==> src/design/c2d_pkg.sv <==
// Shared constants, types and helpers for the convolution block.
`default_nettype none
package c2d_pkg;

  localparam int MAX_IN_CH  = 16;
  localparam int MAX_OUT_CH = 16;
  localparam int MAX_KERNEL = 5;
  localparam int MAX_HEIGHT = 32;
  localparam int MAX_WIDTH  = 32;

  localparam int W_DEPTH = MAX_OUT_CH * MAX_IN_CH * MAX_KERNEL * MAX_KERNEL;
  localparam int B_DEPTH = MAX_OUT_CH;
  localparam int A_DEPTH = MAX_IN_CH * MAX_HEIGHT * MAX_WIDTH;

  localparam int WA_W = $clog2(W_DEPTH);
  localparam int AA_W = $clog2(A_DEPTH);
  localparam int BA_W = $clog2(B_DEPTH);
  localparam int IC_W = $clog2(MAX_IN_CH);
  localparam int K_W  = $clog2(MAX_KERNEL);
  localparam int Y_W  = $clog2(MAX_HEIGHT);
  localparam int X_W  = $clog2(MAX_WIDTH);

  localparam int OP_W   = 3;
  localparam int ADDR_W = 14;
  localparam int OC_W   = 4;
  localparam int ROW_W  = 5;
  localparam int COL_W  = 5;
  localparam int VAL_W  = 16;
  localparam int RES_W  = 32;
  localparam int FRAC   = 12;

  localparam logic [OP_W-1:0] OP_LOAD_W   = 3'd0;
  localparam logic [OP_W-1:0] OP_LOAD_B   = 3'd1;
  localparam logic [OP_W-1:0] OP_LOAD_A   = 3'd2;
  localparam logic [OP_W-1:0] OP_FORWARD  = 3'd3;
  localparam logic [OP_W-1:0] OP_BACKWARD = 3'd4;
  localparam logic [OP_W-1:0] OP_READ_WG  = 3'd5;
  localparam logic [OP_W-1:0] OP_READ_BG  = 3'd6;
  localparam logic [OP_W-1:0] OP_READ_XG  = 3'd7;

  localparam int CFG_IDX_W  = 3;
  localparam int CFG_DATA_W = 6;
  localparam logic [CFG_IDX_W-1:0] CFG_IN_CH  = 3'd0;
  localparam logic [CFG_IDX_W-1:0] CFG_OUT_CH = 3'd1;
  localparam logic [CFG_IDX_W-1:0] CFG_KSIZE  = 3'd2;
  localparam logic [CFG_IDX_W-1:0] CFG_PAD    = 3'd3;
  localparam logic [CFG_IDX_W-1:0] CFG_HEIGHT = 3'd4;
  localparam logic [CFG_IDX_W-1:0] CFG_WIDTH  = 3'd5;

  // Effective (limited) configuration.
  typedef struct packed {
    logic [4:0] nic;
    logic [4:0] noc;
    logic [2:0] k;
    logic [2:0] pad;
    logic [5:0] h;
    logic [5:0] w;
  } cfg_t;

  typedef struct packed {
    logic            accept;
    logic            tap_valid;
    logic [IC_W-1:0] ic;
    logic [K_W-1:0]  ky;
    logic [K_W-1:0]  kx;
    logic            clr_we;
    logic [AA_W-1:0] clr_addr;
    logic            bg_clear;
    logic            push;
  } cmd_t;

  typedef struct packed {
    logic pos_ok;
    logic busy;
    logic out_free;
  } sts_t;

  function automatic logic signed [RES_W-1:0] sat_add(input logic signed [RES_W-1:0] a,
                                                      input logic signed [RES_W-1:0] b);
    logic signed [RES_W:0] s;
    s = {a[RES_W-1], a} + {b[RES_W-1], b};
    if (s[RES_W] != s[RES_W-1]) begin
      return s[RES_W] ? {1'b1, {(RES_W-1){1'b0}}} : {1'b0, {(RES_W-1){1'b1}}};
    end
    return s[RES_W-1:0];
  endfunction

endpackage
`default_nettype wire

==> src/design/c2d_ctrl.sv <==
// Controller: item dispatch, tap walk counters, gradient clear sweep.
`default_nettype none
module c2d_ctrl import c2d_pkg::*; (
  input  wire logic            clk_i,
  input  wire logic            rst_ni,
  input  wire logic            in_valid_i,
  input  wire logic [OP_W-1:0] op_i,
  input  wire logic            clear_flag_i,
  input  wire cfg_t            cfg_i,
  input  wire sts_t            sts_i,
  output logic                 in_ready_o,
  output cmd_t                 cmd_o
);

  localparam logic [2:0] ST_CLEAR = 3'd0;
  localparam logic [2:0] ST_IDLE  = 3'd1;
  localparam logic [2:0] ST_WALK  = 3'd2;
  localparam logic [2:0] ST_DRAIN = 3'd3;
  localparam logic [2:0] ST_FIN   = 3'd4;

  logic [2:0]      state_q, state_d;
  logic [IC_W-1:0] ic_q, ic_d;
  logic [K_W-1:0]  ky_q, ky_d, kx_q, kx_d;
  logic [AA_W-1:0] clr_q, clr_d;
  logic            back_q, back_d;
  logic            accept, no_taps, last_kx, last_ky, last_ic;

  assign in_ready_o = (state_q == ST_IDLE);
  assign accept     = in_valid_i && in_ready_o;
  assign no_taps    = (cfg_i.nic == 5'd0) || (cfg_i.k == 3'd0);
  assign last_kx    = (kx_q == cfg_i.k - 3'd1);
  assign last_ky    = (ky_q == cfg_i.k - 3'd1);
  assign last_ic    = ({1'b0, ic_q} == cfg_i.nic - 5'd1);

  always_comb begin
    state_d = state_q;
    ic_d    = ic_q;
    ky_d    = ky_q;
    kx_d    = kx_q;
    clr_d   = clr_q;
    back_d  = back_q;
    cmd_o   = '0;
    cmd_o.accept   = accept;
    cmd_o.ic       = ic_q;
    cmd_o.ky       = ky_q;
    cmd_o.kx       = kx_q;
    cmd_o.clr_addr = clr_q;
    unique case (state_q)
      ST_CLEAR: begin
        cmd_o.clr_we = 1'b1;
        clr_d = clr_q + 1'b1;
        if (clr_q == AA_W'(A_DEPTH - 1)) begin
          state_d = ST_IDLE;
        end
      end
      ST_IDLE: begin
        ic_d = '0;
        ky_d = '0;
        kx_d = '0;
        if (accept) begin
          back_d = (op_i == OP_BACKWARD);
          case (op_i) inside
            OP_FORWARD:  state_d = (sts_i.pos_ok && !no_taps) ? ST_WALK : ST_FIN;
            OP_BACKWARD: state_d = (sts_i.pos_ok && !no_taps) ? ST_WALK : ST_IDLE;
            OP_READ_WG, OP_READ_BG: state_d = ST_FIN;
            OP_READ_XG: begin
              if (clear_flag_i) begin
                cmd_o.bg_clear = 1'b1;
                clr_d   = '0;
                state_d = ST_CLEAR;
              end else begin
                state_d = ST_FIN;
              end
            end
            default: state_d = ST_IDLE;
          endcase
        end
      end
      ST_WALK: begin
        cmd_o.tap_valid = 1'b1;
        kx_d = kx_q + 1'b1;
        if (last_kx) begin
          kx_d = '0;
          ky_d = ky_q + 1'b1;
          if (last_ky) begin
            ky_d = '0;
            ic_d = ic_q + 1'b1;
            if (last_ic) begin
              state_d = ST_DRAIN;
            end
          end
        end
      end
      ST_DRAIN: begin
        if (!sts_i.busy) begin
          state_d = back_q ? ST_IDLE : ST_FIN;
        end
      end
      ST_FIN: begin
        if (sts_i.out_free) begin
          cmd_o.push = 1'b1;
          state_d = ST_IDLE;
        end
      end
      default: state_d = ST_IDLE;
    endcase
  end

  always_ff @(posedge clk_i or negedge rst_ni) begin
    if (!rst_ni) begin
      state_q <= ST_CLEAR;
      ic_q    <= '0;
      ky_q    <= '0;
      kx_q    <= '0;
      clr_q   <= '0;
      back_q  <= 1'b0;
    end else begin
      state_q <= state_d;
      ic_q    <= ic_d;
      ky_q    <= ky_d;
      kx_q    <= kx_d;
      clr_q   <= clr_d;
      back_q  <= back_d;
    end
  end

endmodule
`default_nettype wire

==> config.mk <==
export PLATFORM = sky130hd
export DESIGN_NAME = c2d_ctrl
export DESIGN_NICKNAME = d
export VERILOG_FILES = /design/src/design/c2d_pkg.sv /design/src/design/c2d_ctrl.sv
export SDC_FILE = /design/constraint.sdc
export NUM_CORES = 1
export LEC_CHECK = 0
export BUFFER_PORTS_ARGS = -buffer_cell sky130_fd_sc_hd__buf_2
export CORE_ASPECT_RATIO = 0.75
export CORE_MARGIN = 1
export CORE_UTILIZATION = 45
export DETAILED_ROUTE_END_ITERATION = 6
export PLACE_DENSITY = 0.84
export RECOVER_POWER = 100
export SYNTH_ARGS = -nofsm -noshare
export SYNTH_HDL_FRONTEND = slang
export SYNTH_SLANG_ARGS = --single-unit
==> constraint.sdc <==
create_clock -name clk_i -period 6.36 [get_ports clk_i]
set_input_delay 1.908 -clock clk_i [delete_from_list [all_inputs] [get_ports clk_i]]
set_output_delay 1.908 -clock clk_i [all_outputs]
set_load 0.02 [all_outputs]
==> results of run 1 <==
## kinds of logic (layout without fill, tap and decap cells)
logic type / after synthesis / after routing / share of synthesized area (%)
buf+inv: 16 / 64 / 3.81
mux: 2 / 2 / 1.29
compound gates: 30 / 30 / 11.8
fa+ha+maj: 7 / 7 / 4.52
simple gates: 102 / 102 / 29.6
flops: 28 / 28 / 36.2
xor+xnor: 26 / 26 / 12.9
## sequential cells by signal, summed over array words and instances, names as in the netlist
signal,count
kx_q,3
ky_q,3
back_q,1
state_q,3
ic_q,4
clr_q,14
## how the worst max path moves through the flow
stage	start	to	slack (ps)
after floorplan	sts_i[0]	cmd_o[0]	1830
after CTS	op_i[1]	cmd_o[1]	1750
after detailed placement	op_i[1]	cmd_o[1]	1750
after global placement	op_i[1]	cmd_o[1]	1760
after global routing	op_i[2]	cmd_o[1]	1150
final	op_i[2]	cmd_o[1]	1270
## area by class of cell
cell class | instances | area [um2]
Multi-Input combinational cell | 167 | 1150
Sequential cell | 28 | 701
Inverter | 11 | 41.3
Clock buffer | 4 | 55.1
Timing Repair Buffer | 49 | 201
Tap cell | 55 | 68.8
Fill cell | 396 | 1860
## power by group through the flow
stage / Combinational [W] / Sequential [W] / Clock [W]
floorplan: 0.000227 / 0.000307 / 0
global placement: 0.000351 / 0.000282 / 0
finish: 0.000349 / 0.000283 / 0.000112
global route: 0.000384 / 0.000292 / 0.000120
detailed placement: 0.000356 / 0.000285 / 0
CTS: 0.000363 / 0.000282 / 0.000112
## layer usage
layer / up-vias / routed length [um]
met3: 4 / 251
met2: 58 / 2080
met4: 0 / 25
met5: - / 0
li1: 858 / -
met1: 845 / 2140
## placed cells by master, fill, tap and decap left out, types with 7 or more instances in the layout
cell | netlist | routed
nand4_1 | 12 | 12
inv_1 | 10 | 10
ha_1 | 7 | 7
nand3_1 | 7 | 7
dfrtp_1 | 28 | 28
xnor2_1 | 11 | 12
nand2b_1 | 7 | 7
xor2_1 | 13 | 13
clkbuf_1 | 1 | 35
buf_2 | 2 | 14
nor2_1 | 23 | 23
nand2_1 | 19 | 19
## critical path, stage by stage
cell and delay [ps]:
clkbuf_1 240, nand3_1 140, nor3_1 150, clkbuf_1 470, buf_2 270
## through the flow
stage | util, % | std cells
floorplan | - | 211
global placement | 54.5 | 310
detailed placement | 54.5 | 310
CTS | 55.9 | 314
global route | 54.4 | 314
finish | 54.4 | 314
==> results.md, run 1 <==
- Outcome: finished with violations
- Failing checks: capacitance limit
- Antenna Violating Nets Remaining: 0
- Worst hold slack: 528 ps
- Tmin final: 5090 ps
- P per Cell Area: 335 mW/mm2
- Clock Tree Buf Depth: 2
- Share of layout cells above drive strength 1: 9.27%
- Mapped Nets: 256
- Final Slew Violations: 0
- Async SR Flop Fraction: 100%
- Setup tns final: 0 ps
- Die Width: 77.8 um
- Clock power share: 15.0%
- CORE AREA: 0.00408 mm2
- Most numerous cell in the Yosys netlist: dfrtp_1
- Pre-CTS WS: 1750 ps
- DRT iter0 DRCs: 185
- Largest net degree at the start of global routing: 29
- Synthesized area: 0.00194 mm2
- Initial Util: 47.5%
- Area Growth Syn to Fin: 14.5%
- Synth top cells by count: dfrtp_1 (28), nor2_1 (23), nand2_1 (19)
- Input/output buffers: 47
- Fin. Hold Viols: 0
- Cts hold-fix bufs: 0
- Row count: 20
- Tcrit/Tclk final: 80.0%
- Arr. time, crit path: 3180 ps
- Area leader, netlist: dfrtp_1
- First-pass GRT wire length: 7.22 mm
- Placed cell area: 0.00222 mm2
- H-tree depth: 1
- Ys Warns: 0
- Reg2Reg Depth: 5
- # Post-CTS Setup Buffers: 0
- GRT busiest layer: met2
- Die H: 58.8 um
- Final Setup Violations: 0
- Grt met1 use: 30.4%
- CTS Buf Count: 3
- WS Path Type: input pin to output port
- Routed WL: 4.50 mm
- DR vias/cell: 5.62
- Worst hold start: back_q
- I/O pin cnt: 68
- Final instance area: 0.00222 mm2
- Pint: 0.000385 W
- Vias in the first global route: 1535
- Post-DP HPWL: 3.26 mm
- Combinational fraction of design power: 46.9%
- Post-synth cell types: 52
- Clock Skew: 11.6 ps
- Switching part of the total: 48.3%
- Avg WL per Cell: 14.3 um
- Fmax: 0.197 GHz
- Root buffer cell: clkbuf_8
- RSZ-0062 raised after global routing: no
- Tightest Pin Transition: 1490 ps
- Slew headroom: 0.742%
- Drt drc: 0
- Top area cells in the synthesized netlist: dfrtp_1 (36%), xor2_1 (5.9%), xnor2_1 (5.0%)
- Drt pass-1 iters: 4
- Switch Pwr: 0.000360 W
- Total number of vias: 1765
- CP Capture Type: output port
- Die area: 0.00458 mm2
- Ys flop type: dfrtp_1
- MaxCap Viol Count: 1
- Max rail drop VDD: 177 uV
- Clock latency at the later pin of the worst-skew pair: 280 ps
- Ant. Diodes: 0
- WHS Path Cells: 2
- Reg2reg start: state_q[1]
- Share of Yosys cell area claimed by the top area cell type: 36.2%
- Clock slew at reported path FFs: 100 ps
- Reg power frac: 38.1%
- Layout Nets: 305
- Number of antenna violations at the first check in global routing: 0
- Post-cts resize count: 0
- Register area share after synthesis: 36.2%
- Final WS setup: 1270 ps
- Gr ovfl total: 0
- RR Endpoint: clr_q[10]
- All-Layer GR Usage: 20.5%
- Register-to-Register Setup Slack: 3790 ps
- Cells after Synth: 211
- Crit path required time: 4450 ps
- Min-Delay Endpoint: back_q
- Avg Cell Area, Syn: 9.19 um2
- Power, Total: 0.000745 W
- Crit Path Max Fanout: 13
- Clk sinks: 28
- Synthesized flop and latch total: 28
- Leak Pwr: 1.00 nW
- CTS tree: built
- M3 GR Usage: 3.41%
- Met2 usage: 32.0%
- Crit path launch type: input pin
- HP Class: flop to flop
- Final GP Congestion: 0.862
- Post-synth EDFFs: 0
Note: power is estimated with default switching activity, not from simulation.
==> run 2, diff against run 1 <==
--- a/config.mk
+++ b/config.mk
@@ -5,6 +5,7 @@
 export SDC_FILE = /design/constraint.sdc
 export NUM_CORES = 1
 export LEC_CHECK = 0
+export ABC_AREA = 1
 export BUFFER_PORTS_ARGS = -buffer_cell sky130_fd_sc_hd__buf_2
 export CORE_ASPECT_RATIO = 0.75
 export CORE_MARGIN = 1
==> constraint.sdc (replaced) <==
create_clock -name clk_i -period 4.72 [get_ports clk_i]
set_input_delay 1.416 -clock clk_i [delete_from_list [all_inputs] [get_ports clk_i]]
set_output_delay 1.416 -clock clk_i [all_outputs]
set_load 0.02 [all_outputs]
==> results.md, run 2 <==
- Synthesized flop and latch total: 28 (unchanged)
- Post-synth EDFFs: 0 (unchanged)
- Clk sinks: 28 (unchanged)
- Number of antenna violations at the first check in global routing: 0 (unchanged)
- Cells after Synth: 290 (+37%)
- DR vias/cell: 5.10 (-9.3%)
- Avg Cell Area, Syn: 6.95 um2 (-24%)
- Commonest non-fill, non-tap cells in the layout: nand2_1 (88), inv_1 (37), nor2_1 (33), clkbuf_1 (33), dfrtp_1 (28)
- Area Growth Syn to Fin: 13.0%
- Most numerous cell in the Yosys netlist: nand2_1
- Clock Tree Buf Depth: 2 (unchanged)
- RSZ-0062 raised after global routing: no
- Final Setup Violations: 0 (unchanged)
- Input/output buffers: 47 (unchanged)
- Post-synth cell types: 32 (-38%)
- CP top delay family: simple AND/OR/NAND/NOR gates
- Tcrit/Tclk final: 86.5%
- First-pass GRT wire length: 7.80 mm (+7.9%)
- Post-Place Cells: 389 (+25%)
- Outcome: finished, final reports clean
- Cell repeated most along the worst path: clkbuf_1
- Tightest Pin Transition: 1490 ps (-2.90 ps)
- Ys Warns: 0 (unchanged)
- Critical path, cell by cell: clkbuf_1, nand2_1, o21ai_0, nand2_4, nor2_4, clkbuf_1
- Setup tns final: 0 ps (unchanged)
- MaxCap Viol Count: 0 (-1)
- Slew headroom: 0.935% (+0.19 points)
- Worst setup path startpoint: op_i[0]
- CORE AREA: 0.00418 mm2 (+2.5%)
- Top area cells in the synthesized netlist: dfrtp_1 (35%), nand2_1 (16%), inv_1 (6.9%)
- HP Class: flop to flop
- Max rail drop VDD: 295 uV (+66%)
- # Post-CTS Setup Buffers: 0 (unchanged)
- Post-DP HPWL: 3.64 mm (+12%)
- All-Layer GR Usage: 20.9% (+0.39 points)
- Clock Skew: 14.8 ps (+3.29 ps)
- Row count: 20 (unchanged)
- Worst hold start: back_q
- Buffers & Inverters on Critical Path: 2 (-1)
- Reg2reg start: state_q[1]
- Area leader, netlist: dfrtp_1
- Layout Nets: 384 (+26%)
- Post-cts resize count: 0 (unchanged)
- Share of layout cells above drive strength 1: 9.17% (-0.095 points)
- Total number of vias: 2004 (+14%)
- DRT iter0 DRCs: 134 (-28%)
- Crit path required time: 3300 ps (-1150 ps)
- H-tree depth: 1 (unchanged)
- Root buffer cell: clkbuf_8
- M3 GR Usage: 3.51% (+0.10 points)
- Ys flop type: dfrtp_1
- Final GP Congestion: 0.849 (-1.5%)
- Largest register by flop count: clr_q
- Final Slew Violations: 0 (unchanged)
- Share of Yosys cell area claimed by the top area cell type: 34.8% (-1.4 points)
- Commonest non-fill, non-tap cell in the layout: nand2_1
- Gr ovfl total: 0 (unchanged)
- Final core occ: 54.5% (+0.074 points)
- CTS Buf Count: 3 (unchanged)
- GRT busiest layer: met2
- Cts hold-fix bufs: 0 (unchanged)
- Ant. Diodes: 0 (unchanged)
- Routed WL: 4.67 mm (+3.7%)
- Die Width: 79.3 um (+1.9%)
- Die area: 0.00475 mm2 (+3.8%)
- Clock slew at reported path FFs: 90 ps (about the same)
- Crit path launch type: input pin
- Antenna Violating Nets Remaining: 0 (unchanged)
- Post-Layout Cell Count: 393 (+25%)
- Mapped Nets: 335 (+31%)
- Worst hold slack: 554 ps (+26.1 ps)
- Crit-path slowest cell: o21ai_0
- P per Cell Area: 452 mW/mm2 (+35%)
- Leak Pwr: 1.12 nW (+11%)
- Initial Util: 48.2% (+0.69 points)
- Crit Path Max Fanout: 9 (-4)
- Fin. Hold Viols: 0 (unchanged)
- CP Capture Type: output port
- Fmax: 0.245 GHz
- Regs by FF count: clr_q: 14 flops, ic_q: 4 flops
- Drt pass-1 iters: 4 (unchanged)
- CTS tree: built
- Met2 usage: 33.5% (+1.5 points)
- Async SR Flop Fraction: 100% (unchanged)
- Avg WL per Cell: 11.9 um (-17%)
- Synthesized area: 0.00201 mm2 (+3.9%)
- Drt drc: 0 (unchanged)
- Largest net degree at the start of global routing: 29 (unchanged)
- Grt met1 use: 29.8% (-0.54 points)
- Tmin final: 4080 ps
- Largest stage delay, worst path: 410 ps (-60 ps)
- Synth top cells by count: nand2_1 (86), inv_1 (37), nor2_1 (33)
- Max reg flops: 14 (unchanged)
- Die H: 59.9 um (+1.9%)
- Register area share after synthesis: 34.8% (-1.4 points)
- Clock latency at the later pin of the worst-skew pair: 280 ps (about the same)
- Arr. time, crit path: 2670 ps (-510 ps)
- WS Path Type: input pin to output port
- I/O pin cnt: 68 (unchanged)
- Vias in the first global route: 1810 (+18%)
==> run 2: changes by cell type in the layout (fill, tap and decap cells not counted), moves of 4 or more <==
cell	previous run	this run
nand2_1	19	88
nor2_1	23	33
nand3_1	7	24
xor2_1	13	6
and3_1	4	0
nand2b_1	7	0
o21ai_0	4	19
xnor2_1	12	2
inv_1	10	37
a21oi_1	6	10
==> run 2: report_power, final <==
part           internal [W]  total [W]  switching, W
logic              0.000135   0.000507      0.000372
clock network      0.000114   0.000190     0.0000760
registers          0.000282   0.000333     0.0000509
total              0.000530    0.00103      0.000499
==> run 2: cells by family (layout without fill, tap and decap cells) <==
group	count (synthesis)	count (layout)	share of synthesized area (%)
simple gates	168	168	37.0
buf+inv	46	94	9.63
fa+ha+maj	7	7	4.35
xor+xnor	8	8	3.48
mux	1	1	0.559
flops	28	28	34.8
compound gates	32	32	10.2
==> run 2: cell type report <==
class	instances	area, um2
flip-flops and latches	28	701
repair buffers	48	199
clock inverters	1	30.0
multi-input cells	216	1080
well taps	55	68.8
fillers	425	1900
inverters	42	159
clock buffers	3	41.3
==> run 2: metal layers <==
metal / wire length (um) / up-vias
met5: 0 / -
met4: 31 / 0
met3: 331 / 6
met2: 2130 / 70
met1: 2180 / 904
li1: - / 1024
==> run 2: per-stage QoR <==
step,setup slack [ps],power (W),area [um2]
after floorplan,1230,0.000763,2010
after global placement,983,0.000862,2290
after detailed placement,958,0.000877,2290
after CTS,952,0.00107,2360
after global routing,499,0.00111,2280
final,636,0.00103,2280
==> run 2: path summary, 6_finish.rpt <==
path                            slack [ps]         to  depth (start not counted)
worst min register to register         550     back_q                          1
worst max-delay path                   640   cmd_o[1]                          6
worst max register to register        2060  clr_q[12]                          9
min in group asynchronous             1470  clr_q[13]                          1
max in group asynchronous             2370   clr_q[4]                          1
worst min-delay path                   550     back_q                          1
==> run 3, diff against run 2 <==
--- a/config.mk
+++ b/config.mk
@@ -8,10 +8,9 @@
 export ABC_AREA = 1
 export BUFFER_PORTS_ARGS = -buffer_cell sky130_fd_sc_hd__buf_2
 export CORE_ASPECT_RATIO = 0.75
-export CORE_MARGIN = 1
-export CORE_UTILIZATION = 45
+export CORE_UTILIZATION = 50
 export DETAILED_ROUTE_END_ITERATION = 6
-export PLACE_DENSITY = 0.84
+export PLACE_DENSITY = 0.9
 export RECOVER_POWER = 100
 export SYNTH_ARGS = -nofsm -noshare
 export SYNTH_HDL_FRONTEND = slang
==> constraint.sdc (replaced) <==
create_clock -name clk_i -period 4.72 [get_ports clk_i]
set_input_delay 0.944 -clock clk_i [delete_from_list [all_inputs] [get_ports clk_i]]
set_output_delay 0.944 -clock clk_i [all_outputs]
set_load 0.02 [all_outputs]
==> results.md, run 3 (synthesis results as in run 2) <==
- Max reg flops: 14 (unchanged)
- Final Slew Violations: 28 (+28)
- Crit Path Max Fanout: 11 (+2)
- Drt pass-1 iters: 4 (unchanged)
- RSZ-0062 raised after global routing: no
- Routed WL: 4.83 mm (+3.5%)
- CTS tree: built
- Failing checks: capacitance limit, slew limit
- Input/output buffers: 47 (unchanged)
- CP Capture Type: output port
- Outcome: finished with violations
- Ant. Diodes: 0 (unchanged)
- Post-cts resize count: 0 (unchanged)
- Die area: 0.00429 mm2 (-9.7%)
- Row count: 19 (-5.0%)
- Clock Skew: 6.33 ps (-8.52 ps)
- Tcrit/Tclk final: 75.0% (-12 points)
- Fmax: 0.282 GHz (+15%)
- Crit path required time: 3780 ps (+480 ps)
- CORE AREA: 0.00376 mm2 (-10%)
- Commonest non-fill, non-tap cells in the layout: nand2_1 (87), inv_1 (38), nor2_1 (34), clkbuf_1 (31), dfrtp_1 (28)
- Layout Nets: 383 (-0.26%)
- Commonest non-fill, non-tap cell in the layout: nand2_1
- First-pass GRT wire length: 8.17 mm (+4.8%)
- Arr. time, crit path: 2600 ps (-70 ps)
- Slew headroom: -0.131% (-1.1 points)
- Clock latency at the later pin of the worst-skew pair: 280 ps (about the same)
- Gr ovfl total: 0 (unchanged)
- Crit path launch type: flop
- Avg WL per Cell: 12.4 um (+4.6%)
- P per Cell Area: 437 mW/mm2 (-3.4%)
- Total number of vias: 2020 (+0.80%)
- Drt drc: 0 (unchanged)
- Clk sinks: 28 (unchanged)
- Cts hold-fix bufs: 0 (unchanged)
- Die H: 57.0 um (-5.0%)
- CTS Buf Count: 3 (unchanged)
- Clock Tree Buf Depth: 2 (unchanged)
- Layout fillers: 371 (-13%)
- DRT iter0 DRCs: 132 (-1.5%)
- Number of antenna violations at the first check in global routing: 0 (unchanged)
- Fin. Hold Viols: 0 (unchanged)
- Largest net degree at the start of global routing: 29 (unchanged)
- Initial Util: 53.6% (+5.4 points)
- DR vias/cell: 5.19 (+1.8%)
- Post-DP HPWL: 3.72 mm (+2.2%)
- Die Width: 75.3 um (-5.0%)
- I/O pin cnt: 68 (unchanged)
- # Post-CTS Setup Buffers: 0 (unchanged)
- HP Class: flop to flop
- Power, Total: 0.000980 W (-4.8%)
- Largest register by flop count: clr_q
- Register-to-Register Setup Slack: 1600 ps (-460 ps)
- Vias in the first global route: 1896 (+4.8%)
- Clock slew at reported path FFs: 100 ps (about the same)
- Regs by FF count: clr_q: 14 flops, ic_q: 4 flops
- Share of layout cells above drive strength 1: 8.90% (-0.27 points)
- Max rail drop VDD: 404 uV (+37%)
- MaxCap Viol Count: 2 (+2)
- Final GP Congestion: 0.902 (+6.3%)
- Tightest Pin Transition: 1500 ps (+16.0 ps)
- Root buffer cell: clkbuf_8
- WS Path Type: flop to output port
- Tmin final: 3540 ps (-543 ps)
- Setup tns final: 0 ps (unchanged)
- H-tree depth: 1 (unchanged)
- Area Growth Syn to Fin: 11.4%
- All-Layer GR Usage: 24.8% (+3.9 points)
- Leak Pwr: 1.11 nW (-0.71%)
- Antenna Violating Nets Remaining: 0 (unchanged)
- Final Setup Violations: 0 (unchanged)
==> run 3: final timing paths <==
check,from,to,cells past startpoint
min reg2reg,back_q,back_q,1
min in group asynchronous,rst_ni,clr_q[13],1
max reg2reg,state_q[1],ic_q[1],9
min,back_q,back_q,1
max in group asynchronous,rst_ni,clr_q[0],1
max,state_q[1],cmd_o[1],7
==> run 3: metal layers <==
layer	wire length (um)	GRT usage (%)	vias up
li1	-	-	1022
met1	2150	33.3	937
met2	2300	40.4	55
met3	326	6.18	6
met4	59	6.08	0
met5	0	0	-
==> run 3: worst max-delay path, cell delays in order, from the launching register on <==
cell	delay, ps
dfrtp_1	410
inv_1	90
nand3_1	460
clkinv_1	300
o21ai_0	260
nand2_4	160
nor2_1	360
clkbuf_1	270
==> run 3: through the flow <==
stage	hold slack, ps	setup WS (ps)	instances	instance area (um2)	utilization, %
detailed placement	517	1920	385	2280	60.7
global placement	508	1930	385	2280	60.7
finish	540	1180	389	2240	59.8
floorplan	481	2170	290	2010	-
CTS	539	1830	389	2330	62.2
global route	574	976	389	2240	59.8
==> run 3: layout make-up <==
cell class | instances | area (um2) | share of cell area, %
tap | 52 | 65.1 | 2.90
timing repair buffer | 47 | 196 | 8.75
inverter | 42 | 159 | 7.08
clock buffer | 4 | 55.1 | 2.45
sequential | 28 | 701 | 31.2
multi-input combinational | 216 | 1070 | 47.6
==> run 3: report_power, final <==
| group | leakage (nW) | switching (W) | internal [W] |
|---|---|---|---|
| Sequential | 0.382 | 0.0000465 | 0.000282 |
| Clock | 0.0288 | 0.0000749 | 0.0000748 |
| Combinational | 0.698 | 0.000371 | 0.000131 |
